### config.mk
export PLATFORM = sky130hd
export DESIGN_NAME = servo_motion_ramp_regulator
export DESIGN_NICKNAME = d
export VERILOG_FILES = /design/src/design/smrr_pkg.sv /design/src/design/smrr_ram.sv /design/src/design/smrr_mul.sv /design/src/design/smrr_cfg.sv /design/src/design/servo_motion_ramp_regulator.sv
export VERILOG_INCLUDE_DIRS = /design/src /design/src/design
export SDC_FILE = /design/constraint.sdc
export NUM_CORES = 2
export LEC_CHECK = 0
export BUFFER_PORTS_ARGS = -buffer_cell sky130_fd_sc_hd__buf_2
export CORE_ASPECT_RATIO = 1.25
export CORE_MARGIN = 10
export CORE_UTILIZATION = 40
export CTS_CLUSTER_SIZE = 20
export DETAILED_ROUTE_END_ITERATION = 8
export HOLD_SLACK_MARGIN = 0.15
export PLACE_DENSITY_LB_ADDON = 0.15
export SETUP_SLACK_MARGIN = 0.05
export SLEW_MARGIN = 5
export SYNTH_ARGS = -nofsm -noshare
export SYNTH_HDL_FRONTEND = slang
export SYNTH_SLANG_ARGS = --single-unit
### constraint.sdc
create_clock -name i_clk -period 15.2 [get_ports i_clk]
set_input_delay 0.76 -clock i_clk [delete_from_list [all_inputs] [get_ports i_clk]]
set_output_delay 0.76 -clock i_clk [all_outputs]
set_load 0.01 [all_outputs]
### src/design/servo_motion_ramp_regulator_defines.svh
// Assertion macros used by the regulator RTL.
`ifndef SERVO_MOTION_RAMP_REGULATOR_DEFINES_SVH
`define SERVO_MOTION_RAMP_REGULATOR_DEFINES_SVH

// Same-cycle implication, disabled while reset is held
`define SMRR_ASSERT_SAME(label, clk, rst_n, ante, cons, msg) \
    label: assert property (@(posedge clk) disable iff (!rst_n) (ante) |-> (cons)) \
        else $error(msg);

// Next-cycle implication, disabled while reset is held
`define SMRR_ASSERT_NEXT(label, clk, rst_n, ante, cons, msg) \
    label: assert property (@(posedge clk) disable iff (!rst_n) (ante) |=> (cons)) \
        else $error(msg);

`endif

### src/design/smrr_pkg.sv
package smrr_pkg;

    // Command codes
    localparam logic [1:0] CMD_SET   = 2'd0;
    localparam logic [1:0] CMD_TICK  = 2'd1;
    localparam logic [1:0] CMD_GUARD = 2'd2;
    localparam logic [1:0] CMD_LOAD  = 2'd3;

    // Configuration register indexes
    localparam logic [1:0] REG_TIME_SLICE = 2'd0;
    localparam logic [1:0] REG_MAX_DIFF   = 2'd1;
    localparam logic [1:0] REG_MAX_READS  = 2'd2;

    // Configuration reset values
    localparam logic [12:0] TIME_SLICE_RST = 13'd480;
    localparam logic [15:0] MAX_DIFF_RST   = 16'd2000;
    localparam logic [7:0]  MAX_READS_RST  = 8'd3;

    // Result status codes
    typedef enum logic [1:0] {
        ST_MOVE      = 2'd0,
        ST_AT_TARGET = 2'd1,
        ST_NO_POS    = 2'd2,
        ST_ACCEPTED  = 2'd3
    } t_status;

    // Motion constants
    localparam logic [15:0] POS_UNKNOWN = 16'hFFFF;
    localparam logic [15:0] MAX_ANGLE   = 16'd36000;
    localparam logic [15:0] PULL_BACK   = 16'd500;
    localparam logic [15:0] RAW_MAX     = 16'd1000;
    localparam logic [15:0] RAW_LIMIT   = 16'd32767;
    localparam logic [20:0] STALL_SAT   = 21'd32767;
    localparam logic [16:0] COEF_ONE    = 17'd65536;
    localparam logic [7:0]  SPEED_MAX   = 8'd240;
    localparam logic [15:0] SPEED_ROUND = 16'd5;
    // x / 10 == (x * 52429) >> 19 for any 16-bit x
    localparam logic [15:0] RECIP_TEN   = 16'd52429;

    // Configuration as seen by the sequencer
    typedef struct packed {
        logic [12:0] time_slice_ms;
        logic [15:0] stall_margin;
        logic [7:0]  stall_reads;
    } t_cfg;

    // Shared multiplier operands
    typedef struct packed {
        logic [28:0] a;
        logic [16:0] b;
    } t_mul_op;

    // Per-servo motion record
    typedef struct packed {
        logic [15:0] cur;
        logic [15:0] tgt;
        logic [15:0] sl;
        logic [15:0] rr;
        logic [16:0] coef;
        logic        guard;
        logic [7:0]  cnt;
    } t_rec;

    localparam t_rec REC_RESET = '{
        cur: 16'hFFFF, tgt: 16'hFFFF, sl: 16'd0, rr: 16'd0,
        coef: 17'd0, guard: 1'b0, cnt: 8'd0
    };

    // Raw reading to centidegrees with the load clamp (x24 as shift-add)
    function automatic logic [15:0] raw_to_centideg(input logic [15:0] raw);
        logic [9:0] r;
        if (raw > RAW_LIMIT) begin
            r = 10'd0;
        end else if (raw > RAW_MAX) begin
            r = RAW_MAX[9:0];
        end else begin
            r = raw[9:0];
        end
        return {2'b0, r, 4'b0} + {3'b0, r, 3'b0};
    endfunction

    // Raw reading for the stall check: x24, saturated, no load clamp
    function automatic logic [14:0] stall_reading(input logic [15:0] raw);
        logic [20:0] v;
        v = {1'b0, raw, 4'b0} + {2'b0, raw, 3'b0};
        return (v > STALL_SAT) ? STALL_SAT[14:0] : v[14:0];
    endfunction

endpackage

### src/design/smrr_ram.sv
module smrr_ram #(
    parameter int WIDTH = 8,
    parameter int DEPTH = 16
) (
    input  logic                                  i_clk,
    input  logic                                  i_we,
    input  logic [((DEPTH > 1) ? $clog2(DEPTH) : 1)-1:0] i_waddr,
    input  logic [WIDTH-1:0]                      i_wdata,
    input  logic                                  i_re,
    input  logic [((DEPTH > 1) ? $clog2(DEPTH) : 1)-1:0] i_raddr,
    output logic [WIDTH-1:0]                      o_rdata
);

    logic [WIDTH-1:0] r_mem [DEPTH];
    logic [WIDTH-1:0] r_rdata;

    // one write port, one registered read port
    always_ff @(posedge i_clk) begin
        if (i_we) begin
            r_mem[i_waddr] <= i_wdata;
        end
        if (i_re) begin
            r_rdata <= r_mem[i_raddr];
        end
    end

    assign o_rdata = r_rdata;

endmodule

### src/design/smrr_mul.sv
module smrr_mul (
    input  logic               i_clk,
    input  smrr_pkg::t_mul_op  i_op,
    output logic [45:0]        o_prod
);

    logic [45:0] r_prod;

    // 29 x 17 unsigned product, registered
    always_ff @(posedge i_clk) begin
        r_prod <= {17'b0, i_op.a} * {29'b0, i_op.b};
    end

    assign o_prod = r_prod;

endmodule

### src/design/smrr_cfg.sv
module smrr_cfg (
    input  logic               i_clk,
    input  logic               i_rst_n,
    input  logic               psel,
    input  logic               penable,
    input  logic               pwrite,
    input  logic [3:0]         paddr,
    input  logic [31:0]        pwdata,
    output logic [31:0]        prdata,
    output logic               pready,
    output smrr_pkg::t_cfg     o_cfg
);

    logic [12:0] r_time_slice;
    logic [15:0] r_max_diff;
    logic [7:0]  r_max_reads;
    logic        wr_en;
    logic [1:0]  reg_idx;

    assign pready  = 1'b1;
    assign wr_en   = psel & penable & pwrite;
    assign reg_idx = paddr[3:2];

    // register writes on the access phase of a write transfer
    always_ff @(posedge i_clk) begin
        if (!i_rst_n) begin
            r_time_slice <= smrr_pkg::TIME_SLICE_RST;
            r_max_diff   <= smrr_pkg::MAX_DIFF_RST;
            r_max_reads  <= smrr_pkg::MAX_READS_RST;
        end else if (wr_en) begin
            unique case (reg_idx)
                smrr_pkg::REG_TIME_SLICE: r_time_slice <= pwdata[12:0];
                smrr_pkg::REG_MAX_DIFF:   r_max_diff   <= pwdata[15:0];
                smrr_pkg::REG_MAX_READS:  r_max_reads  <= pwdata[7:0];
                default: ;
            endcase
        end
    end

    // read-back
    always_comb begin
        unique case (reg_idx)
            smrr_pkg::REG_TIME_SLICE: prdata = {19'b0, r_time_slice};
            smrr_pkg::REG_MAX_DIFF:   prdata = {16'b0, r_max_diff};
            smrr_pkg::REG_MAX_READS:  prdata = {24'b0, r_max_reads};
            default:                  prdata = 32'd0;
        endcase
    end

    assign o_cfg.time_slice_ms = r_time_slice;
    assign o_cfg.stall_margin  = r_max_diff;
    assign o_cfg.stall_reads   = r_max_reads;

endmodule

### src/design/servo_motion_ramp_regulator.sv
// Servo motion ramp regulator.
// Command channel: an item is taken at a rising edge with start high and busy
// low; busy then stays high until the command has been carried out. The
// command fields select set target, regulate tick, set auto-stop or load
// position for one servo; motion state for every servo lives in a RAM.
// Result channel: o_done is high for exactly one cycle with servo index,
// status, new position and auto-stop flag; the receiver cannot hold it off.
// A tick that moves passes S_FETCH, S_DECIDE, S_RAMP, S_SQ, S_P1, S_LO, S_HI,
// S_MOVE and S_WRITE; a set that stores a new target passes S_FETCH, S_DECIDE,
// S_SPD and S_WRITE; everything else S_FETCH, S_DECIDE and S_WRITE. A new
// command can be taken in the o_done cycle. The moving tick is the longest: it
// has a chain of dependent products (ramp, step, coef squared, two partial
// products) on one registered 29 x 17 multiplier, and a registered RAM read.
// Configuration sits behind an APB-style port with no wait states; write it
// only while busy is low and no result is pending.
// Reset (synchronous, active low) restores the configuration defaults and
// marks every servo record as reset: position unknown, ramp and guard off.
`include "servo_motion_ramp_regulator_defines.svh"

module servo_motion_ramp_regulator #(
    parameter int SERVOS = 16
) (
    input  logic        i_clk,
    input  logic        i_rst_n,
    input  logic        psel,
    input  logic        penable,
    input  logic        pwrite,
    input  logic [3:0]  paddr,
    input  logic [31:0] pwdata,
    output logic [31:0] prdata,
    output logic        pready,
    input  logic        start,
    output logic        busy,
    input  logic [1:0]  i_command,
    input  logic [3:0]  i_servo,
    input  logic [15:0] i_target_centideg,
    input  logic [7:0]  i_speed,
    input  logic [15:0] i_speed_raise,
    input  logic        i_enable,
    input  logic        i_pos_valid,
    input  logic [15:0] i_raw_pos,
    output logic        o_done,
    output logic [3:0]  o_servo_out,
    output logic [1:0]  o_status,
    output logic [15:0] o_move_pos_centideg,
    output logic        o_auto_stopped
);

    localparam int AW = (SERVOS > 1) ? $clog2(SERVOS) : 1;

    typedef enum logic [10:0] {
        S_IDLE   = 11'b000_0000_0001,
        S_FETCH  = 11'b000_0000_0010,
        S_DECIDE = 11'b000_0000_0100,
        S_SPD    = 11'b000_0000_1000,
        S_RAMP   = 11'b000_0001_0000,
        S_SQ     = 11'b000_0010_0000,
        S_P1     = 11'b000_0100_0000,
        S_LO     = 11'b000_1000_0000,
        S_HI     = 11'b001_0000_0000,
        S_MOVE   = 11'b010_0000_0000,
        S_WRITE  = 11'b100_0000_0000
    } t_state;

    t_state r_state, n_state;

    smrr_pkg::t_cfg    cfg;
    smrr_pkg::t_mul_op mul_op;
    logic [45:0]       mul_prod;

    // captured command
    logic [1:0]  r_cmd;
    logic [3:0]  r_servo;
    logic [AW-1:0] r_addr;
    logic        r_inrng;
    logic [15:0] r_ang;
    logic [7:0]  r_spd;
    logic [15:0] r_raise;
    logic        r_en;
    logic        r_pv;
    logic [15:0] r_raw;

    // working record
    logic [15:0] r_cur, n_cur;
    logic [15:0] r_tgt, n_tgt;
    logic [15:0] r_sl, n_sl;
    logic [15:0] r_rr, n_rr;
    logic [16:0] r_coef, n_coef;
    logic        r_guard, n_guard;
    logic [7:0]  r_cnt, n_cnt;

    // sequencer scratch
    smrr_pkg::t_status r_status, n_status;
    logic        r_stop, n_stop;
    logic [28:0] r_p2, n_p2;
    logic [15:0] r_p1h, n_p1h;
    logic [28:0] r_acc, n_acc;
    logic [23:0] r_step, n_step;
    logic [15:0] r_move, n_move;

    // result registers
    logic              r_done;
    logic [3:0]        r_o_servo;
    smrr_pkg::t_status r_o_status;
    logic [15:0]       r_o_move;
    logic              r_o_stop;

    // RAM and valid bits
    logic [SERVOS-1:0] r_vld;
    logic              accept;
    logic              ram_we;
    logic [AW-1:0]     in_addr;
    logic [AW+3:0]     servo_wide;
    logic [$bits(smrr_pkg::t_rec)-1:0] ram_rdata;
    smrr_pkg::t_rec    rd_rec;
    smrr_pkg::t_rec    fetch_rec;
    smrr_pkg::t_rec    wr_rec;

    // decision terms
    logic [15:0]        ang_c;
    logic [7:0]         spd_c;
    logic [15:0]        spd_num;
    logic [15:0]        raw_c;
    logic               unknown;
    logic [15:0]        cur_e;
    logic [15:0]        tgt_e;
    logic               reverse;
    logic [14:0]        stall_val;
    logic signed [17:0] diff;
    logic signed [17:0] ndiff;
    logic [16:0]        adiff;
    logic               stall;
    logic [7:0]         cnt_inc;
    logic               pull;
    logic [15:0]        pull_tgt;
    logic [29:0]        csum;
    logic [16:0]        coef_grow;
    logic [46:0]        step_sum;
    logic [15:0]        gap;
    logic [15:0]        step_len;
    logic [15:0]        cur_mv;

    assign busy       = (r_state != S_IDLE);
    assign accept     = start && !busy;
    assign servo_wide = {{AW{1'b0}}, i_servo};
    assign in_addr    = servo_wide[AW-1:0];
    assign ram_we     = (r_state == S_WRITE) && r_inrng;

    // configuration registers
    smrr_cfg u_cfg (
        .i_clk   (i_clk),
        .i_rst_n (i_rst_n),
        .psel    (psel),
        .penable (penable),
        .pwrite  (pwrite),
        .paddr   (paddr),
        .pwdata  (pwdata),
        .prdata  (prdata),
        .pready  (pready),
        .o_cfg   (cfg)
    );

    // shared multiplier
    smrr_mul u_mul (
        .i_clk  (i_clk),
        .i_op   (mul_op),
        .o_prod (mul_prod)
    );

    // per-servo motion records
    smrr_ram #(
        .WIDTH ($bits(smrr_pkg::t_rec)),
        .DEPTH (SERVOS)
    ) u_ram (
        .i_clk   (i_clk),
        .i_we    (ram_we),
        .i_waddr (r_addr),
        .i_wdata (wr_rec),
        .i_re    (accept),
        .i_raddr (in_addr),
        .o_rdata (ram_rdata)
    );

    assign rd_rec    = ram_rdata;
    assign fetch_rec = r_vld[r_addr] ? rd_rec : smrr_pkg::REC_RESET;

    assign wr_rec.cur   = r_cur;
    assign wr_rec.tgt   = r_tgt;
    assign wr_rec.sl    = r_sl;
    assign wr_rec.rr    = r_rr;
    assign wr_rec.coef  = r_coef;
    assign wr_rec.guard = r_guard;
    assign wr_rec.cnt   = r_cnt;

    // set-target terms
    always_comb begin
        ang_c   = (r_ang > smrr_pkg::MAX_ANGLE) ? smrr_pkg::MAX_ANGLE : r_ang;
        if (r_spd == 8'd0) begin
            spd_c = 8'd1;
        end else if (r_spd > smrr_pkg::SPEED_MAX) begin
            spd_c = smrr_pkg::SPEED_MAX;
        end else begin
            spd_c = r_spd;
        end
        spd_num = {spd_c, 8'b0} + smrr_pkg::SPEED_ROUND;
        raw_c   = smrr_pkg::raw_to_centideg(r_raw);
        unknown = (r_cur == smrr_pkg::POS_UNKNOWN);
        cur_e   = unknown ? raw_c : r_cur;
        tgt_e   = unknown ? raw_c : r_tgt;
        reverse = (cur_e > tgt_e) != (cur_e > ang_c);
    end

    // stall check terms
    always_comb begin
        stall_val = smrr_pkg::stall_reading(r_raw);
        diff      = $signed({3'b0, stall_val}) - $signed({2'b0, r_cur});
        ndiff     = -diff;
        adiff     = diff[17] ? ndiff[16:0] : diff[16:0];
        stall     = r_guard && r_pv && (adiff > {1'b0, cfg.stall_margin});
        cnt_inc   = (r_cnt == 8'hFF) ? 8'hFF : r_cnt + 8'd1;
        pull      = stall && (cnt_inc >= cfg.stall_reads);
        if (!diff[17] && (diff != 18'sd0)) begin
            pull_tgt = ({1'b0, stall_val} >= smrr_pkg::PULL_BACK)
                     ? {1'b0, stall_val} - smrr_pkg::PULL_BACK : 16'd0;
        end else begin
            pull_tgt = {1'b0, stall_val} + smrr_pkg::PULL_BACK;
        end
    end

    // ramp, step and move terms
    always_comb begin
        csum      = {13'b0, r_coef} + {1'b0, mul_prod[28:0]};
        coef_grow = (csum > {13'b0, smrr_pkg::COEF_ONE}) ? smrr_pkg::COEF_ONE : csum[16:0];
        step_sum  = {1'b0, mul_prod} + {18'b0, r_acc};
        gap       = (r_tgt > r_cur) ? r_tgt - r_cur : r_cur - r_tgt;
        step_len  = (r_step < {8'b0, gap}) ? r_step[15:0] : gap;
        if ((step_len == 16'd0) && (gap != 16'd0)) begin
            step_len = 16'd1;
        end
        cur_mv    = (r_tgt < r_cur) ? r_cur - step_len : r_cur + step_len;
    end

    // sequencer
    always_comb begin
        n_state  = r_state;
        n_cur    = r_cur;
        n_tgt    = r_tgt;
        n_sl     = r_sl;
        n_rr     = r_rr;
        n_coef   = r_coef;
        n_guard  = r_guard;
        n_cnt    = r_cnt;
        n_status = r_status;
        n_stop   = r_stop;
        n_p2     = r_p2;
        n_p1h    = r_p1h;
        n_acc    = r_acc;
        n_step   = r_step;
        n_move   = r_move;
        mul_op   = '0;
        unique case (r_state)
            S_IDLE: begin
                if (start) begin
                    n_state = S_FETCH;
                end
            end
            S_FETCH: begin
                n_cur   = fetch_rec.cur;
                n_tgt   = fetch_rec.tgt;
                n_sl    = fetch_rec.sl;
                n_rr    = fetch_rec.rr;
                n_coef  = fetch_rec.coef;
                n_guard = fetch_rec.guard;
                n_cnt   = fetch_rec.cnt;
                n_state = S_DECIDE;
            end
            S_DECIDE: begin
                n_stop  = 1'b0;
                n_state = S_WRITE;
                if (!r_inrng) begin
                    n_status = smrr_pkg::ST_NO_POS;
                end else begin
                    unique case (r_cmd)
                        smrr_pkg::CMD_SET: begin
                            if (unknown && !r_pv) begin
                                n_status = smrr_pkg::ST_NO_POS;
                            end else begin
                                n_cur = cur_e;
                                n_tgt = tgt_e;
                                if (cur_e == ang_c) begin
                                    n_status = smrr_pkg::ST_AT_TARGET;
                                end else begin
                                    if (reverse) begin
                                        n_coef = '0;
                                    end
                                    n_tgt    = ang_c;
                                    n_rr     = r_raise;
                                    n_status = smrr_pkg::ST_ACCEPTED;
                                    mul_op.a = {13'b0, spd_num};
                                    mul_op.b = {1'b0, smrr_pkg::RECIP_TEN};
                                    n_state  = S_SPD;
                                end
                            end
                        end
                        smrr_pkg::CMD_TICK: begin
                            if (r_cur == r_tgt) begin
                                n_status = smrr_pkg::ST_AT_TARGET;
                            end else begin
                                if (r_guard && r_pv) begin
                                    n_cnt = stall ? (pull ? 8'd0 : cnt_inc) : 8'd0;
                                end
                                if (pull) begin
                                    n_tgt = pull_tgt;
                                end
                                n_stop   = pull;
                                n_status = smrr_pkg::ST_MOVE;
                                mul_op.a = {13'b0, r_rr};
                                mul_op.b = {4'b0, cfg.time_slice_ms};
                                n_state  = S_RAMP;
                            end
                        end
                        smrr_pkg::CMD_GUARD: begin
                            n_guard  = r_en;
                            n_status = smrr_pkg::ST_ACCEPTED;
                        end
                        smrr_pkg::CMD_LOAD: begin
                            if (r_pv) begin
                                n_cur    = raw_c;
                                n_tgt    = raw_c;
                                n_status = smrr_pkg::ST_ACCEPTED;
                            end else begin
                                n_status = smrr_pkg::ST_NO_POS;
                            end
                        end
                        default: ;
                    endcase
                end
            end
            S_SPD: begin
                // (speed * 256 + 5) / 10
                n_sl    = mul_prod[34:19];
                n_state = S_WRITE;
            end
            S_RAMP: begin
                if (r_coef < smrr_pkg::COEF_ONE) begin
                    n_coef = coef_grow;
                end
                mul_op.a = {13'b0, r_sl};
                mul_op.b = {4'b0, cfg.time_slice_ms};
                n_state  = S_SQ;
            end
            S_SQ: begin
                n_p2     = mul_prod[28:0];
                mul_op.a = {12'b0, r_coef};
                mul_op.b = r_coef;
                n_state  = S_P1;
            end
            S_P1: begin
                // coef^2 split into high and low parts
                n_p1h    = mul_prod[32:17];
                mul_op.a = r_p2;
                mul_op.b = mul_prod[16:0];
                n_state  = S_LO;
            end
            S_LO: begin
                n_acc    = mul_prod[45:17];
                mul_op.a = r_p2;
                mul_op.b = {1'b0, r_p1h};
                n_state  = S_HI;
            end
            S_HI: begin
                // full product >> 40, exact
                n_step  = step_sum[46:23];
                n_state = S_MOVE;
            end
            S_MOVE: begin
                n_cur  = cur_mv;
                n_move = cur_mv;
                if (cur_mv == r_tgt) begin
                    n_coef = '0;
                end
                n_state = S_WRITE;
            end
            S_WRITE: begin
                n_state = S_IDLE;
            end
            default: begin
                n_state = S_IDLE;
            end
        endcase
    end

    // control state
    always_ff @(posedge i_clk) begin
        if (!i_rst_n) begin
            r_state <= S_IDLE;
            r_done  <= 1'b0;
            r_vld   <= '0;
        end else begin
            r_state <= n_state;
            r_done  <= (r_state == S_WRITE);
            if (ram_we) begin
                r_vld[r_addr] <= 1'b1;
            end
        end
    end

    // command capture
    always_ff @(posedge i_clk) begin
        if (accept) begin
            r_cmd   <= i_command;
            r_servo <= i_servo;
            r_addr  <= in_addr;
            r_inrng <= (32'(i_servo) < SERVOS);
            r_ang   <= i_target_centideg;
            r_spd   <= i_speed;
            r_raise <= i_speed_raise;
            r_en    <= i_enable;
            r_pv    <= i_pos_valid;
            r_raw   <= i_raw_pos;
        end
    end

    // datapath registers
    always_ff @(posedge i_clk) begin
        r_cur    <= n_cur;
        r_tgt    <= n_tgt;
        r_sl     <= n_sl;
        r_rr     <= n_rr;
        r_coef   <= n_coef;
        r_guard  <= n_guard;
        r_cnt    <= n_cnt;
        r_status <= n_status;
        r_stop   <= n_stop;
        r_p2     <= n_p2;
        r_p1h    <= n_p1h;
        r_acc    <= n_acc;
        r_step   <= n_step;
        r_move   <= n_move;
    end

    // result transfer
    always_ff @(posedge i_clk) begin
        if (r_state == S_WRITE) begin
            r_o_servo  <= r_servo;
            r_o_status <= r_status;
            r_o_move   <= (r_status == smrr_pkg::ST_MOVE) ? r_move : 16'd0;
            r_o_stop   <= r_stop && (r_status == smrr_pkg::ST_MOVE);
        end
    end

    assign o_done              = r_done;
    assign o_servo_out         = r_o_servo;
    assign o_status            = r_o_status;
    assign o_move_pos_centideg = r_o_move;
    assign o_auto_stopped      = r_o_stop;

    `SMRR_ASSERT_NEXT(a_accept_busy, i_clk, i_rst_n, accept, busy, "accepted command did not raise busy")
    `SMRR_ASSERT_NEXT(a_write_done, i_clk, i_rst_n, r_state == S_WRITE, o_done && !busy, "write stage not followed by a result")
    `SMRR_ASSERT_SAME(a_ram_range, i_clk, i_rst_n, ram_we, r_inrng && !accept, "record write for a servo out of range")
    `SMRR_ASSERT_SAME(a_coef_range, i_clk, i_rst_n, r_state == S_MOVE, r_coef <= smrr_pkg::COEF_ONE, "ramp coefficient above one")
    `SMRR_ASSERT_SAME(a_stop_move, i_clk, i_rst_n, o_done && o_auto_stopped, o_status == smrr_pkg::ST_MOVE, "auto-stop flagged without a move")

endmodule

==> impl_metrics.env <==
export IMPL_status="finished clean"
export IMPL_fp_row_count=202
export IMPL_multi_input_area_um2=37300
export IMPL_ys_flop_type="edfxtp_1"
export IMPL_cts_root_buf="clkbuf_16"
export IMPL_worst_slack_ns=1.34
export IMPL_worstMarginPinSlew_ns=1.18
export IMPL_cp_slowest_cell="and3_1"
export IMPL_wl_met3_mm=14.8
export IMPL_io_buffers=128
export IMPL_critPathArrivalTime_ns=14.62
export IMPL_start_kind="flop"
export IMPL_power_leakage_nw=39.4
export IMPL_gr_usage_all_layers_pct=22.0
export IMPL_synth_top_cell_area_share_pct=56.1
export IMPL_maxSlewViolCount=0
export IMPL_fin_cells=10217
export IMPL_area_growth_pct=12.3
export IMPL_cts_htree_levels=4
export IMPL_wl_per_cell_um=28.7
export IMPL_die_w_um=462
export IMPL_min_period_ns=13.86
export IMPL_critical_path_class="flop to flop"
export IMPL_ys_ff_latch=1935
export IMPL_end_kind="flop"
export IMPL_cts_path_max_buffers=4
export IMPL_ant_nets=0
export IMPL_vias_per_cell=5.66
export IMPL_synth_edf_count=1824
export IMPL_path_max_fanout=18
export IMPL_cts_setup_buffers=0
export IMPL_path_buf_inv=6
export IMPL_drtIter0Drc=5232
export IMPL_grt_pass1_wl_mm=425
export IMPL_wirelength_met1_mm=119
export IMPL_reg2reg_depth=51
export IMPL_fillers=21512
export IMPL_placedCellCount=9791
export IMPL_clock_fmax_mhz=72.1
export IMPL_hpwl_mm=189
export IMPL_max_cap_violations=0
export IMPL_drt_pass1_iter_count=8
export IMPL_num_io_pins=164
export IMPL_crit_path_max_incr_delay_ns=0.73
export IMPL_initial_core_util_pct=40.2
export IMPL_drc=0
export IMPL_cts_clk_slew_worst_paths_ns=0.06
export IMPL_netlist_instances=6643
export IMPL_antenna_found_initial=8
export IMPL_synth_top_cell_by_area="edfxtp_1"
export IMPL_cp_top_family="compound AO/OA/AOI/OAI gates"
export IMPL_syn_avg_cell_area_um2=14.7
export IMPL_finalWirelength_mm=294
export IMPL_synth_most_common_cell="edfxtp_1"
export IMPL_relSlewSlack_pct=21.2
export IMPL_worstHoldPathCells=1
export IMPL_clk_latency_ns=0.89
export IMPL_grt_pass1_vias=59856
export IMPL_rsz0062_at_grt="no"
export IMPL_ff_latch_area_um2=57000
export IMPL_globalplace_congestion=0.898
export IMPL_top_layer_used="met4"
export IMPL_yosysWarnings=0
export IMPL_hold_violations=0
export IMPL_die_area_um2=264000
export IMPL_core_area_um2=243000
export IMPL_vias=57869
export IMPL_yosysSeqAreaShare_pct=58.4
export IMPL_async_flop_share_pct=0
export IMPL_hp_class="input pin to flop"
export IMPL_setup_violations=0
export IMPL_pwr_density_cell_nw_per_um2=108
export IMPL_overflow=0
export IMPL_synthTopCellsByArea="edfxtp_1, mux4_2, fa_1"
export IMPL_grt_max_degree=85
export IMPL_synth_commonest_cells="edfxtp_1, nand2_1, inv_1"
export IMPL_synthesis_area_um2=97600
export IMPL_die_h_um=572
export IMPL_drive_gt1_share_pct=15.4
export IMPL_pre_cts_slack_ns=1.45
export IMPL_nets=7752
export IMPL_ir_drop_mv=0.0885
export IMPL_wl_met2_mm=150
export IMPL_period_share_pct=91.2
export IMPL_clock_skew_final_ns=0.0732
export IMPL_final_setup_tns_ns=0
export IMPL_synth_distinct_cells=89
export IMPL_cp_required_ns=15.96
export IMPL_power_mw=11.8
export IMPL_cts_buffers=200
export IMPL_cts_sinks=1935
export IMPL_cts_tree="done"
export IMPL_holdWs_ns=0.215
export IMPL_path_depth=51
[per-stage QoR]
stage,instance area (um^2),util [%]
6_report,110000,45.1
5_1_grt,110000,45.1
4_1_cts,110000,45.1
3_5_place_dp,102000,42.2
3_3_place_gp,102000,42.2
2_1_floorplan,97600,-
[worst reg2reg max path, delay by kind of cell, from the launching register on]
| family | cells | cell delay [ns] |
|---|---|---|
| AOI/OAI and AO/OA | 20 | 5.60 |
| adders and majority gates | 10 | 4.13 |
| and+or+nand+nor | 13 | 2.40 |
| buffers and inverters | 6 | 0.64 |
| xor gates and xnor gates | 2 | 0.55 |
| DFF | 1 | 0.51 |
[logic make-up (layout without fill, tap and decap cells)]
logic type | count (synthesis) | count (layout) | synth area share [%]
AND/OR/NAND/NOR | 1527 | 1527 | 7.02
adder cells (fa/ha/maj) | 750 | 750 | 12.8
buffers and inverters | 933 | 1327 | 3.70
XOR/XNOR | 190 | 190 | 1.72
multiplexers | 502 | 502 | 11.0
other | 2 | 20 | 0.00770
flip-flops | 1935 | 1935 | 58.4
AO/OA/AOI/OAI | 804 | 804 | 5.39
[routing by layer]
metal  vias to the layer above  global-route usage (%)
met4                         0                    7.15
met2                      1794                    38.5
met1                     30651                    28.3
met3                       470                    2.64
li1                      24954                       -
met5                         -                       0
[what timing repair did]
| action | 4_1_cts | 5_1_grt |
|---|---|---|
| endpoints found under the hold margin | 69 | 0 |
| endpoints found under the setup margin | 0 | 0 |
| hold buffers | 65 | 0 |
| resized for setup | 0 | 0 |
[power breakdown]
part | switching [mW] | internal, mW
combinational | 0.539 | 0.349
sequential | 0.0890 | 5.88
clock | 2.10 | 2.84
[placed cells by master (no fill, tap or decap), drive strengths merged, types with 11 or more instances in the layout]
master          n
edfxtp       1824
nand2         671
inv           639
mux4          454
fa            410
nor2          393
ha            340
buf           272
clkbuf        256
a21oi         211
o21ai         193
xnor2         129
dfxtp         111
nand3          83
and2           77
clkinv         70
dlygate4sd3    65
xor2           60
a21o           58
nor3           57
nand4          47
o21a           45
mux2i          44
nand2b         39
nor2b          32
a31oi          29
a22oi          28
and3           27
o211ai         25
a211oi         24
nor4           24
o21bai         22
bufinv         22
conb           17
a222oi         16
or3            15
or2            13
o31a           12
a211o          12
and4           11
[state kept, by name, indices dropped and copies added, names as in the netlist, 17 cells and up]
register and cells:
u_mul.o_prod 46, r_step 24, u_ram.r_mem 1440, r_p2 29, u_ram.o_rdata 90, r_coef 17, r_acc 29
[final timing paths]
| check | start | end | slack, ns |
|---|---|---|---|
| min | i_speed[7] | r_spd[7]$_DFFE_PP_ | 0.22 |
| max reg2reg | r_raw[15]$_DFFE_PP_ | u_mul.o_prod[43]$_DFF_P_ | 1.34 |
| min reg2reg | r_vld[15]$_SDFFE_PN0P_ | r_vld[15]$_SDFFE_PN0P_ | 0.47 |
| max | r_raw[15]$_DFFE_PP_ | u_mul.o_prod[43]$_DFF_P_ | 1.34 |
[area by class of cell]
class	count	share of cell area, %
flip-flops and latches	1935	52.0
multi-input cells	3790	34.0
clock buffers	255	4.83
well taps	3162	3.61
repair buffers	338	2.26
inverters	631	2.16
clock inverters	103	1.08
diodes	3	0.00685
(Power assumes the default switching activity.)
